--- src/hdl/rsc_pkg.sv ---
`default_nettype none
// ----------------------------------------------------------------------------
// rsc_pkg
// Shared constants and types of the reduced surrogate crossover block.
// ----------------------------------------------------------------------------
package rsc_pkg;

  // random word width and per-stage step of the remainder pipeline
  localparam int PICK_W   = 32;
  localparam int MOD_STEP = 8;

  // cut position field width
  localparam int CUT_W = 6;

  // difference word is handled in byte lanes
  localparam int LANE_BIT_W = 3;
  localparam int LANE_W     = 1 << LANE_BIT_W;
  localparam int LCNT_W     = LANE_BIT_W + 1;

  // configuration register
  localparam int NUM_BITS_W = 7;
  localparam logic [NUM_BITS_W-1:0] NUM_BITS_RESET = 7'd64;
  localparam int APB_DATA_W = 32;
  localparam int APB_ADDR_W = 3;
  localparam logic REG_NUM_BITS = 1'b0;

  // queue between front and back
  localparam int Q_DEPTH = 4;
  localparam int Q_PTR_W = 2;
  localparam int Q_CNT_W = 3;

  // queue status seen by both sides
  typedef struct packed {
    logic full;
    logic empty;
  } rsc_q_status_t;

endpackage : rsc_pkg
`default_nettype wire

--- src/hdl/reduced_surrogate_crossover.sv ---
`default_nettype none
// ----------------------------------------------------------------------------
// reduced_surrogate_crossover
// Reduced surrogate one-point crossover of two gene words per transaction.
// ----------------------------------------------------------------------------
// Takes one parent pair per clock and delivers one child per clock as long as
// the output side keeps up; the rate is set by the front pipeline (mask, lane
// popcount, then a remainder unit that retires eight bits of the random word
// per stage) and the two back stages (lane search, bit search with child
// build), each of which handles a new transaction every cycle. With an empty
// queue a transaction passes nine registers: six front stages, the queue entry
// and the two back stages, the second of which is the output register. A
// four-entry queue lets the front keep accepting while the output is stalled.
// num_bits lives at byte address 0 of the configuration port and is to be
// changed only when no transaction is in flight.
// ----------------------------------------------------------------------------
module reduced_surrogate_crossover
  import rsc_pkg::*;
#(
  parameter int WORD_BITS = 64
) (
  input  wire logic                  clk,
  input  wire logic                  rst_n,
  // fields from bit 0: parent_a, parent_b, random_pick, parent_order, zero fill
  input  wire logic                  in_tvalid,
  output logic                       in_tready,
  input  wire logic [((2*WORD_BITS+PICK_W+1+7)/8)*8-1:0] in_tdata,
  // fields from bit 0: child_word, cut_position, parents_identical, zero fill
  output logic                       out_tvalid,
  input  wire logic                  out_tready,
  output logic [((WORD_BITS+CUT_W+1+7)/8)*8-1:0] out_tdata,
  input  wire logic                  cfg_psel,
  input  wire logic                  cfg_penable,
  input  wire logic                  cfg_pwrite,
  input  wire logic [APB_ADDR_W-1:0] cfg_paddr,
  input  wire logic [APB_DATA_W-1:0] cfg_pwdata,
  output logic [APB_DATA_W-1:0]      cfg_prdata,
  output logic                       cfg_pready
);

  localparam int OUT_RAW = WORD_BITS + CUT_W + 1;
  localparam int OUT_W   = ((OUT_RAW + 7) / 8) * 8;
  localparam int CNT_W   = $clog2(WORD_BITS + 1);
  localparam int NLANE   = (WORD_BITS + LANE_W - 1) / LANE_W;
  localparam int LC_W    = NLANE * LCNT_W;
  localparam int E_W     = 2 * WORD_BITS + LC_W + CNT_W + 2;

  logic [NUM_BITS_W-1:0] num_bits_r;

  rsc_q_status_t         q_status;
  logic                  push, pop;
  logic [E_W-1:0]        push_data, pop_data;

  logic [WORD_BITS-1:0]  f_a, f_diff, b_a, b_diff;
  logic [LC_W-1:0]       f_lcnt, b_lcnt;
  logic [CNT_W-1:0]      f_rank, b_rank;
  logic                  f_order, f_ident, b_order, b_ident;

  logic [WORD_BITS-1:0]  child_word;
  logic [CUT_W-1:0]      cut_position;
  logic                  parents_identical;

  // configuration register
  assign cfg_pready = 1'b1;

  always_ff @(posedge clk) begin
    if (!rst_n) begin
      num_bits_r <= NUM_BITS_RESET;
    end else if (cfg_psel && cfg_penable && cfg_pwrite && cfg_pready &&
                 (cfg_paddr[2] == REG_NUM_BITS)) begin
      num_bits_r <= cfg_pwdata[NUM_BITS_W-1:0];
    end
  end

  always_comb begin
    cfg_prdata = '0;
    if (cfg_paddr[2] == REG_NUM_BITS) begin
      cfg_prdata = APB_DATA_W'(num_bits_r);
    end
  end

  // front: accept and classify
  rsc_front #(
    .WORD_BITS (WORD_BITS)
  ) u_front (
    .clk          (clk),
    .rst_n        (rst_n),
    .num_bits     (num_bits_r),
    .in_valid     (in_tvalid),
    .in_ready     (in_tready),
    .parent_a     (in_tdata[WORD_BITS-1:0]),
    .parent_b     (in_tdata[2*WORD_BITS-1:WORD_BITS]),
    .random_pick  (in_tdata[2*WORD_BITS+PICK_W-1:2*WORD_BITS]),
    .parent_order (in_tdata[2*WORD_BITS+PICK_W]),
    .q_status     (q_status),
    .push         (push),
    .push_a       (f_a),
    .push_diff    (f_diff),
    .push_lcnt    (f_lcnt),
    .push_rank    (f_rank),
    .push_order   (f_order),
    .push_ident   (f_ident)
  );

  // queue between front and back
  assign push_data = {f_ident, f_order, f_rank, f_lcnt, f_diff, f_a};
  assign {b_ident, b_order, b_rank, b_lcnt, b_diff, b_a} = pop_data;

  rsc_queue #(
    .DATA_W (E_W)
  ) u_queue (
    .clk       (clk),
    .rst_n     (rst_n),
    .push      (push),
    .push_data (push_data),
    .pop       (pop),
    .pop_data  (pop_data),
    .status    (q_status)
  );

  // back: cut search and child build
  rsc_back #(
    .WORD_BITS (WORD_BITS)
  ) u_back (
    .clk               (clk),
    .rst_n             (rst_n),
    .q_status          (q_status),
    .pop               (pop),
    .q_a               (b_a),
    .q_diff            (b_diff),
    .q_lcnt            (b_lcnt),
    .q_rank            (b_rank),
    .q_order           (b_order),
    .q_ident           (b_ident),
    .out_valid         (out_tvalid),
    .out_ready         (out_tready),
    .child_word        (child_word),
    .cut_position      (cut_position),
    .parents_identical (parents_identical)
  );

  assign out_tdata = OUT_W'({parents_identical, cut_position, child_word});

endmodule : reduced_surrogate_crossover
`default_nettype wire

--- src/hdl/rsc_front.sv ---
`default_nettype none
// ----------------------------------------------------------------------------
// rsc_front
// Accepts parent words, masks them, counts differing bits per byte lane and
// reduces the random word modulo the count in a pipelined remainder unit.
// ----------------------------------------------------------------------------
module rsc_front
  import rsc_pkg::*;
#(
  parameter int WORD_BITS = 64
) (
  input  wire logic                  clk,
  input  wire logic                  rst_n,
  input  wire logic [NUM_BITS_W-1:0] num_bits,
  input  wire logic                  in_valid,
  output logic                       in_ready,
  input  wire logic [WORD_BITS-1:0]  parent_a,
  input  wire logic [WORD_BITS-1:0]  parent_b,
  input  wire logic [PICK_W-1:0]     random_pick,
  input  wire logic                  parent_order,
  input  wire rsc_q_status_t         q_status,
  output logic                       push,
  output logic [WORD_BITS-1:0]       push_a,
  output logic [WORD_BITS-1:0]       push_diff,
  output logic [((WORD_BITS+LANE_W-1)/LANE_W)*LCNT_W-1:0] push_lcnt,
  output logic [$clog2(WORD_BITS+1)-1:0] push_rank,
  output logic                       push_order,
  output logic                       push_ident
);

  localparam int CNT_W   = $clog2(WORD_BITS + 1);
  localparam int NLANE   = (WORD_BITS + LANE_W - 1) / LANE_W;
  localparam int PAD_W   = NLANE * LANE_W;
  localparam int MOD_STG = PICK_W / MOD_STEP;
  localparam int LAST    = MOD_STG - 1;

  logic                  adv;

  // stage 0: masked parents
  logic [NUM_BITS_W-1:0] width;
  logic [WORD_BITS-1:0]  mask;
  logic                  vld0_r;
  logic [WORD_BITS-1:0]  a0_r, d0_r;
  logic [PICK_W-1:0]     pk0_r;
  logic                  or0_r;

  // stage 1: lane counts and total
  logic [PAD_W-1:0]                   d0_pad;
  logic [NLANE-1:0][LCNT_W-1:0]       lc_nxt;
  logic [CNT_W-1:0]                   cnt_nxt;
  logic                               vld1_r;
  logic [WORD_BITS-1:0]               a1_r, d1_r;
  logic [PICK_W-1:0]                  pk1_r;
  logic                               or1_r;
  logic [CNT_W-1:0]                   cnt1_r;
  logic [NLANE-1:0][LCNT_W-1:0]       lc1_r;

  // remainder stages
  logic [MOD_STG-1:0]                 m_vld_r;
  logic [WORD_BITS-1:0]               m_a_r   [MOD_STG];
  logic [WORD_BITS-1:0]               m_d_r   [MOD_STG];
  logic [PICK_W-1:0]                  m_pk_r  [MOD_STG];
  logic                               m_or_r  [MOD_STG];
  logic [CNT_W-1:0]                   m_cnt_r [MOD_STG];
  logic [NLANE-1:0][LCNT_W-1:0]       m_lc_r  [MOD_STG];
  logic [CNT_W-1:0]                   m_rem_r [MOD_STG];
  logic [CNT_W-1:0]                   rem_nxt [MOD_STG];

  // whole front moves unless a finished entry waits on a full queue
  assign adv      = !(m_vld_r[LAST] && q_status.full);
  assign in_ready = adv;
  assign push     = m_vld_r[LAST] && !q_status.full;

  // valid width saturates at the word size
  always_comb begin
    width = (num_bits > NUM_BITS_W'(WORD_BITS)) ? NUM_BITS_W'(WORD_BITS) : num_bits;
    for (int i = 0; i < WORD_BITS; i++) begin
      mask[i] = NUM_BITS_W'(i) < width;
    end
  end

  // lane popcounts and total over the difference word
  always_comb begin
    d0_pad  = PAD_W'(d0_r);
    cnt_nxt = '0;
    for (int k = 0; k < NLANE; k++) begin
      lc_nxt[k] = '0;
      for (int j = 0; j < LANE_W; j++) begin
        lc_nxt[k] = lc_nxt[k] + LCNT_W'(d0_pad[k*LANE_W+j]);
      end
      cnt_nxt = cnt_nxt + CNT_W'(lc_nxt[k]);
    end
  end

  // restoring remainder, one byte of the random word per stage
  always_comb begin
    logic [CNT_W-1:0]  r;
    logic [CNT_W:0]    t;
    logic [CNT_W-1:0]  c;
    logic [PICK_W-1:0] p;
    for (int s = 0; s < MOD_STG; s++) begin
      if (s == 0) begin
        r = '0;
        c = cnt1_r;
        p = pk1_r;
      end else begin
        r = m_rem_r[s-1];
        c = m_cnt_r[s-1];
        p = m_pk_r[s-1];
      end
      for (int j = 0; j < MOD_STEP; j++) begin
        t = {r, p[PICK_W-1-MOD_STEP*s-j]};
        if (t >= {1'b0, c}) begin
          t = t - {1'b0, c};
        end
        r = t[CNT_W-1:0];
      end
      rem_nxt[s] = r;
    end
  end

  // valid chain
  always_ff @(posedge clk) begin
    if (!rst_n) begin
      vld0_r  <= 1'b0;
      vld1_r  <= 1'b0;
      m_vld_r <= '0;
    end else if (adv) begin
      vld0_r  <= in_valid;
      vld1_r  <= vld0_r;
      m_vld_r <= {m_vld_r[MOD_STG-2:0], vld1_r};
    end
  end

  // payload chain
  always_ff @(posedge clk) begin
    if (adv) begin
      a0_r  <= parent_a & mask;
      d0_r  <= (parent_a ^ parent_b) & mask;
      pk0_r <= random_pick;
      or0_r <= parent_order;

      a1_r   <= a0_r;
      d1_r   <= d0_r;
      pk1_r  <= pk0_r;
      or1_r  <= or0_r;
      cnt1_r <= cnt_nxt;
      lc1_r  <= lc_nxt;

      m_a_r[0]   <= a1_r;
      m_d_r[0]   <= d1_r;
      m_pk_r[0]  <= pk1_r;
      m_or_r[0]  <= or1_r;
      m_cnt_r[0] <= cnt1_r;
      m_lc_r[0]  <= lc1_r;
      for (int s = 1; s < MOD_STG; s++) begin
        m_a_r[s]   <= m_a_r[s-1];
        m_d_r[s]   <= m_d_r[s-1];
        m_pk_r[s]  <= m_pk_r[s-1];
        m_or_r[s]  <= m_or_r[s-1];
        m_cnt_r[s] <= m_cnt_r[s-1];
        m_lc_r[s]  <= m_lc_r[s-1];
      end
      for (int s = 0; s < MOD_STG; s++) begin
        m_rem_r[s] <= rem_nxt[s];
      end
    end
  end

  // entry handed to the queue
  assign push_a     = m_a_r[LAST];
  assign push_diff  = m_d_r[LAST];
  assign push_lcnt  = m_lc_r[LAST];
  assign push_rank  = m_rem_r[LAST];
  assign push_order = m_or_r[LAST];
  assign push_ident = (m_cnt_r[LAST] == '0);

endmodule : rsc_front
`default_nettype wire

--- src/hdl/rsc_queue.sv ---
`default_nettype none
// ----------------------------------------------------------------------------
// rsc_queue
// Short first-in first-out queue of classified entries between front and back.
// ----------------------------------------------------------------------------
module rsc_queue
  import rsc_pkg::*;
#(
  parameter int DATA_W = 8
) (
  input  wire logic              clk,
  input  wire logic              rst_n,
  input  wire logic              push,
  input  wire logic [DATA_W-1:0] push_data,
  input  wire logic              pop,
  output logic [DATA_W-1:0]      pop_data,
  output rsc_q_status_t          status
);

  logic [DATA_W-1:0]  mem_r [Q_DEPTH];
  logic [Q_PTR_W-1:0] wr_ptr_r, wr_ptr_nxt;
  logic [Q_PTR_W-1:0] rd_ptr_r, rd_ptr_nxt;
  logic [Q_CNT_W-1:0] cnt_r, cnt_nxt;
  logic               do_push, do_pop;

  assign status.full  = (cnt_r == Q_CNT_W'(Q_DEPTH));
  assign status.empty = (cnt_r == '0);
  assign do_push      = push && !status.full;
  assign do_pop       = pop && !status.empty;

  // pointer and fill count update
  always_comb begin
    wr_ptr_nxt = do_push ? wr_ptr_r + 1'b1 : wr_ptr_r;
    rd_ptr_nxt = do_pop ? rd_ptr_r + 1'b1 : rd_ptr_r;
    cnt_nxt    = cnt_r;
    if (do_push && !do_pop) begin
      cnt_nxt = cnt_r + 1'b1;
    end else if (!do_push && do_pop) begin
      cnt_nxt = cnt_r - 1'b1;
    end
  end

  always_ff @(posedge clk) begin
    if (!rst_n) begin
      wr_ptr_r <= '0;
      rd_ptr_r <= '0;
      cnt_r    <= '0;
    end else begin
      wr_ptr_r <= wr_ptr_nxt;
      rd_ptr_r <= rd_ptr_nxt;
      cnt_r    <= cnt_nxt;
    end
  end

  // storage
  always_ff @(posedge clk) begin
    if (do_push) begin
      mem_r[wr_ptr_r] <= push_data;
    end
  end

  assign pop_data = mem_r[rd_ptr_r];

endmodule : rsc_queue
`default_nettype wire

--- src/hdl/rsc_back.sv ---
`default_nettype none
// ----------------------------------------------------------------------------
// rsc_back
// Locates the differing bit of the chosen rank (byte lane, then bit) and
// builds the child word into the output register.
// ----------------------------------------------------------------------------
module rsc_back
  import rsc_pkg::*;
#(
  parameter int WORD_BITS = 64
) (
  input  wire logic                 clk,
  input  wire logic                 rst_n,
  input  wire rsc_q_status_t        q_status,
  output logic                      pop,
  input  wire logic [WORD_BITS-1:0] q_a,
  input  wire logic [WORD_BITS-1:0] q_diff,
  input  wire logic [((WORD_BITS+LANE_W-1)/LANE_W)*LCNT_W-1:0] q_lcnt,
  input  wire logic [$clog2(WORD_BITS+1)-1:0] q_rank,
  input  wire logic                 q_order,
  input  wire logic                 q_ident,
  output logic                      out_valid,
  input  wire logic                 out_ready,
  output logic [WORD_BITS-1:0]      child_word,
  output logic [CUT_W-1:0]          cut_position,
  output logic                      parents_identical
);

  localparam int CNT_W   = $clog2(WORD_BITS + 1);
  localparam int NLANE   = (WORD_BITS + LANE_W - 1) / LANE_W;
  localparam int PAD_W   = NLANE * LANE_W;
  localparam int LANE_IW = (NLANE > 1) ? $clog2(NLANE) : 1;

  logic                         adv;
  logic [NLANE-1:0][LCNT_W-1:0] lc;

  // lane search
  logic [LANE_IW-1:0]    lane_nxt;
  logic [LANE_BIT_W-1:0] resid_nxt;

  logic                  b1_vld_r;
  logic [WORD_BITS-1:0]  b1_a_r, b1_d_r;
  logic [LANE_IW-1:0]    b1_lane_r;
  logic [LANE_BIT_W-1:0] b1_resid_r;
  logic                  b1_order_r, b1_ident_r;

  // bit search and child
  logic [NLANE-1:0][LANE_W-1:0] d_lanes;
  logic [LANE_BIT_W-1:0]        bit_nxt;
  logic [CUT_W-1:0]             cut_nxt;
  logic [WORD_BITS-1:0]         below;
  logic [WORD_BITS-1:0]         child_nxt;

  logic                  out_vld_r;
  logic [WORD_BITS-1:0]  child_r;
  logic [CUT_W-1:0]      cut_r;
  logic                  ident_r;

  assign adv = !out_vld_r || out_ready;
  assign pop = adv && !q_status.empty;
  assign lc  = q_lcnt;

  // first lane whose running count passes the rank
  always_comb begin
    logic [CNT_W:0] cum;
    logic [CNT_W:0] top;
    logic           found;
    cum       = '0;
    found     = 1'b0;
    lane_nxt  = '0;
    resid_nxt = '0;
    for (int k = 0; k < NLANE; k++) begin
      top = cum + (CNT_W+1)'(lc[k]);
      if (!found && ({1'b0, q_rank} < top)) begin
        found     = 1'b1;
        lane_nxt  = LANE_IW'(k);
        resid_nxt = LANE_BIT_W'({1'b0, q_rank} - cum);
      end
      cum = top;
    end
  end

  always_ff @(posedge clk) begin
    if (!rst_n) begin
      b1_vld_r <= 1'b0;
    end else if (adv) begin
      b1_vld_r <= !q_status.empty;
    end
  end

  always_ff @(posedge clk) begin
    if (adv) begin
      b1_a_r     <= q_a;
      b1_d_r     <= q_diff;
      b1_lane_r  <= lane_nxt;
      b1_resid_r <= resid_nxt;
      b1_order_r <= q_order;
      b1_ident_r <= q_ident;
    end
  end

  // bit of the remaining rank inside the chosen lane
  always_comb begin
    logic [LANE_W-1:0]     lb;
    logic [LANE_BIT_W-1:0] r;
    logic                  found;
    d_lanes = PAD_W'(b1_d_r);
    lb      = d_lanes[b1_lane_r];
    r       = b1_resid_r;
    found   = 1'b0;
    bit_nxt = '0;
    for (int j = 0; j < LANE_W; j++) begin
      if (lb[j] && !found) begin
        if (r == '0) begin
          found   = 1'b1;
          bit_nxt = LANE_BIT_W'(j);
        end else begin
          r = r - 1'b1;
        end
      end
    end
    cut_nxt = b1_ident_r ? '0 : CUT_W'({b1_lane_r, bit_nxt});
  end

  // differing bits flip to the other parent on the side the order selects
  always_comb begin
    for (int i = 0; i < WORD_BITS; i++) begin
      below[i] = CUT_W'(i) < cut_nxt;
    end
    child_nxt = b1_a_r ^ (b1_d_r & (b1_order_r ? below : ~below));
  end

  // output register
  always_ff @(posedge clk) begin
    if (!rst_n) begin
      out_vld_r <= 1'b0;
    end else if (adv) begin
      out_vld_r <= b1_vld_r;
    end
  end

  always_ff @(posedge clk) begin
    if (adv) begin
      child_r <= child_nxt;
      cut_r   <= cut_nxt;
      ident_r <= b1_ident_r;
    end
  end

  assign out_valid         = out_vld_r;
  assign child_word        = child_r;
  assign cut_position      = cut_r;
  assign parents_identical = ident_r;

endmodule : rsc_back
`default_nettype wire

--- config.mk ---
export PLATFORM = sky130hd
export DESIGN_NAME = reduced_surrogate_crossover
export DESIGN_NICKNAME = d
export VERILOG_FILES = /design/src/hdl/rsc_pkg.sv /design/src/hdl/reduced_surrogate_crossover.sv /design/src/hdl/rsc_front.sv /design/src/hdl/rsc_queue.sv /design/src/hdl/rsc_back.sv
export SDC_FILE = /design/constraint.sdc
export NUM_CORES = 2
export LEC_CHECK = 0
export BUFFER_PORTS_ARGS = -buffer_cell sky130_fd_sc_hd__buf_2
export CAP_MARGIN = 10
export CORE_AREA = 4 4 424 426
export DETAILED_ROUTE_END_ITERATION = 16
export DIE_AREA = 0 0 428 430
export PLACE_DENSITY = 0.74
export SETUP_SLACK_MARGIN = 0.2
export SYNTH_ARGS = -nofsm -noshare
export SYNTH_HDL_FRONTEND = slang
export SYNTH_SLANG_ARGS = --single-unit
--- constraint.sdc ---
create_clock -name clk -period 55.5 [get_ports clk]
set_clock_uncertainty 0.05 [all_clocks]
set_input_delay 11.1 -clock clk [delete_from_list [all_inputs] [get_ports clk]]
set_output_delay 11.1 -clock clk [all_outputs]
set_load 0.01 [all_outputs]
==> impl_metrics.toml <==
[clocking]
cts_buffers = 192
cts_buffer_depth = 3
cts_resized = 0
cts_tree = "yes"
clk-insertion-delay-late_ns = 0.83
clk_pin_slew_worst_paths_ns = 0.06
htree_levels = 4
holdBufCountCts = 0
cts_sinks = 2016
post_cts_buffers = 0
clock-root-buffer = "clkbuf_16"

[worst_setup_path]
worstPathRequired_ns = 44.35
end_kind = "primary output"
arrival_ns = 11.50
cp-start-kind = "input port"
ff2ff_path_depth = 76
path_class = "input port to primary output"
r2r_setup_slack_ns = 35.72
critPathMaxFanout = 8

[floorplan]
die_h_um = 430
initial_core_util_pct = 49.7
std_cell_rows = 154
ioPinCount = 317
fp.coreArea_um2 = 176000
die-area_um2 = 184000
fp.dieW_um = 428

[yosys]
yosysSeqAreaShare_pct = 69.0
yosys_warnings = 0
synth_area_um2 = 87400
synth_cell_types = 117
synth_cells = 5292
ys.flop_type = "edfxtp_1"
ys_seq_elements = 2016
synth_edf_count = 1992
async_reset_ff_share_pct = 0
syn_area_per_cell_um2 = 16.5

[route]
vias_per_cell = 5.63
route.detailed.drc = 0
dr_total_vias = 46100
first_iter_violations = 4768
finalWirelength_um = 194000
ant_nets = 0
wl_per_cell_um = 23.7
drt-pass1-iter-count = 5

[sta]
drv_slew = 0
setup_viol = 0
setup_tns_ns = 0
hold_viol_final = 0
fin_crit_sh_pct = 40.8
rsz0062_at_grt = "no"
worst_slew_pin_slew_ns = 1.24
slew_headroom_pct = 17.1
max_freq_ghz = 0.0441
setup_ws_ns = 32.85
min_period_ns = 22.65

[layout]
multiInputGateArea_um2 = 25100
nFillCells = 13300
utilization_pct = 55.7
syn_to_final_growth_pct = 12.0
layout_common_cells = "edfxtp_1, inv_1, ha_1"
nets = 6336
fin_cells = 8179
regArea_um2 = 60300
layout_commonest_cell = "edfxtp_1"
layout-drive-gt1-share_pct = 15.1

[placement]
place.gp.congestion = 0.893
place_inst = 7820
port_buffers = 255
dp_slack_ns = 32.86
hpwlAfterDp_um = 127000

[min_path]
min_path_type = "register to register"
min_delay_path_depth = 0

[global_route]
antenna_found_initial = 9
grt_pass1_vias = 46300
track_usage_pct = 20.8
grt_max_degree = 188
grt_pass1_wl_um = 289000
gr-total-overflow = 0

[job]
drv_cap = 0

[outcome]
outcome = "complete, no violations"
stage by stage:
stage / hold WS (ns) / instance area [um2]
after global routing: 0.349 / 97900
after global placement: 0.350 / 91400
after floorplan: 0.350 / 87500
after CTS: 0.346 / 97900
final: 0.350 / 97900
after detailed placement: 0.355 / 91400
routing by layer:
layer | up-vias | share of wire (%) | track usage [%]
li1 | 20900 | - | -
met1 | 23200 | 42 | 28.8
met2 | 1673 | 48 | 34.0
met3 | 273 | 6.6 | 3.46
met4 | 4 | 3.1 | 6.88
met5 | - | 0.014 | 0
path summary, 6_finish.rpt:
path,from,endpoint
max,cfg_paddr[2],cfg_prdata[0]
min,u_front.m_pk_r[0][9]$_DFFE_PN_,u_front.m_pk_r[1][9]$_DFFE_PN_
max reg2reg,u_front.m_cnt_r[1][1]$_DFFE_PN_,u_front.m_rem_r[2][4]$_DFFE_PN_
min reg2reg,u_front.m_pk_r[0][9]$_DFFE_PN_,u_front.m_pk_r[1][9]$_DFFE_PN_
synth_stat cells (18+ instances only):
master,number,share of area (%)
a211oi_1,19,0.16
a21boi_0,28,0.24
a21o_1,88,0.76
a21oi_1,168,0.96
a31oi_1,25,0.18
and2_1,40,0.29
and3_1,25,0.18
buf_1,26,0.11
buf_4,29,0.25
clkbuf_1,54,0.23
dfxtp_1,24,0.55
edfxtp_1,1992,68
fa_1,97,2.2
ha_1,355,5.1
inv_1,360,1.5
mux2_2,66,0.85
mux2i_1,92,1.1
mux4_2,171,4.4
nand2_1,181,0.78
nand2b_1,51,0.37
nand3_1,47,0.27
nand4_1,37,0.26
nor2_1,203,0.87
nor2b_1,126,0.90
nor3_1,43,0.25
nor3b_1,18,0.15
o211ai_1,22,0.19
o21a_1,57,0.49
o21ai_0,189,1.1
or3_1,25,0.18
xnor2_1,225,2.3
xor2_1,112,1.1
registers in the layout (all words and copies together) (netlist names), 32 cells and up, named ones only:
signal / count
u_front.d0_pad: 64
u_front.pk0_r: 32
u_front.m_lc_r: 128
u_front.a0_r: 64
u_front.a1_r: 64
u_back.b1_a_r: 64
u_front.m_d_r: 256
u_front.d1_r: 64
u_back.b1_d_r: 64
u_front.lc1_r: 32
u_front.m_a_r: 256
u_front.pk1_r: 32
u_front.m_pk_r: 48
u_back.child_word: 64
u_queue.mem_r: 676
logic make-up after synthesis:
family | synth area share, %
AO/OA/AOI/OAI | 6.06
XOR/XNOR | 3.49
adder cells (fa/ha/maj) | 7.30
buffers and inverters | 2.39
flip-flops | 69.0
multiplexers | 6.65
other | 0.00859
AND/OR/NAND/NOR | 5.12
critical path: stages:
cell and delay (ns):
buf_2 0.14, nor2b_1 0.12, buf_2 0.14
cell type report:
type | instances | share of cell area [%]
Sequential cell | 2016 | 61.6
Multi-Input combinational cell | 2808 | 25.7
Clock buffer | 240 | 5.27
Tap cell | 2340 | 2.99
Timing Repair Buffer | 295 | 1.70
Inverter | 361 | 1.40
Clock inverter | 117 | 1.38
Antenna cell | 2 | 0.00511
Power is left out: the tool's default activity adds up to more than one toggle a clock period on the data nets, which glitch-free logic cannot reach.
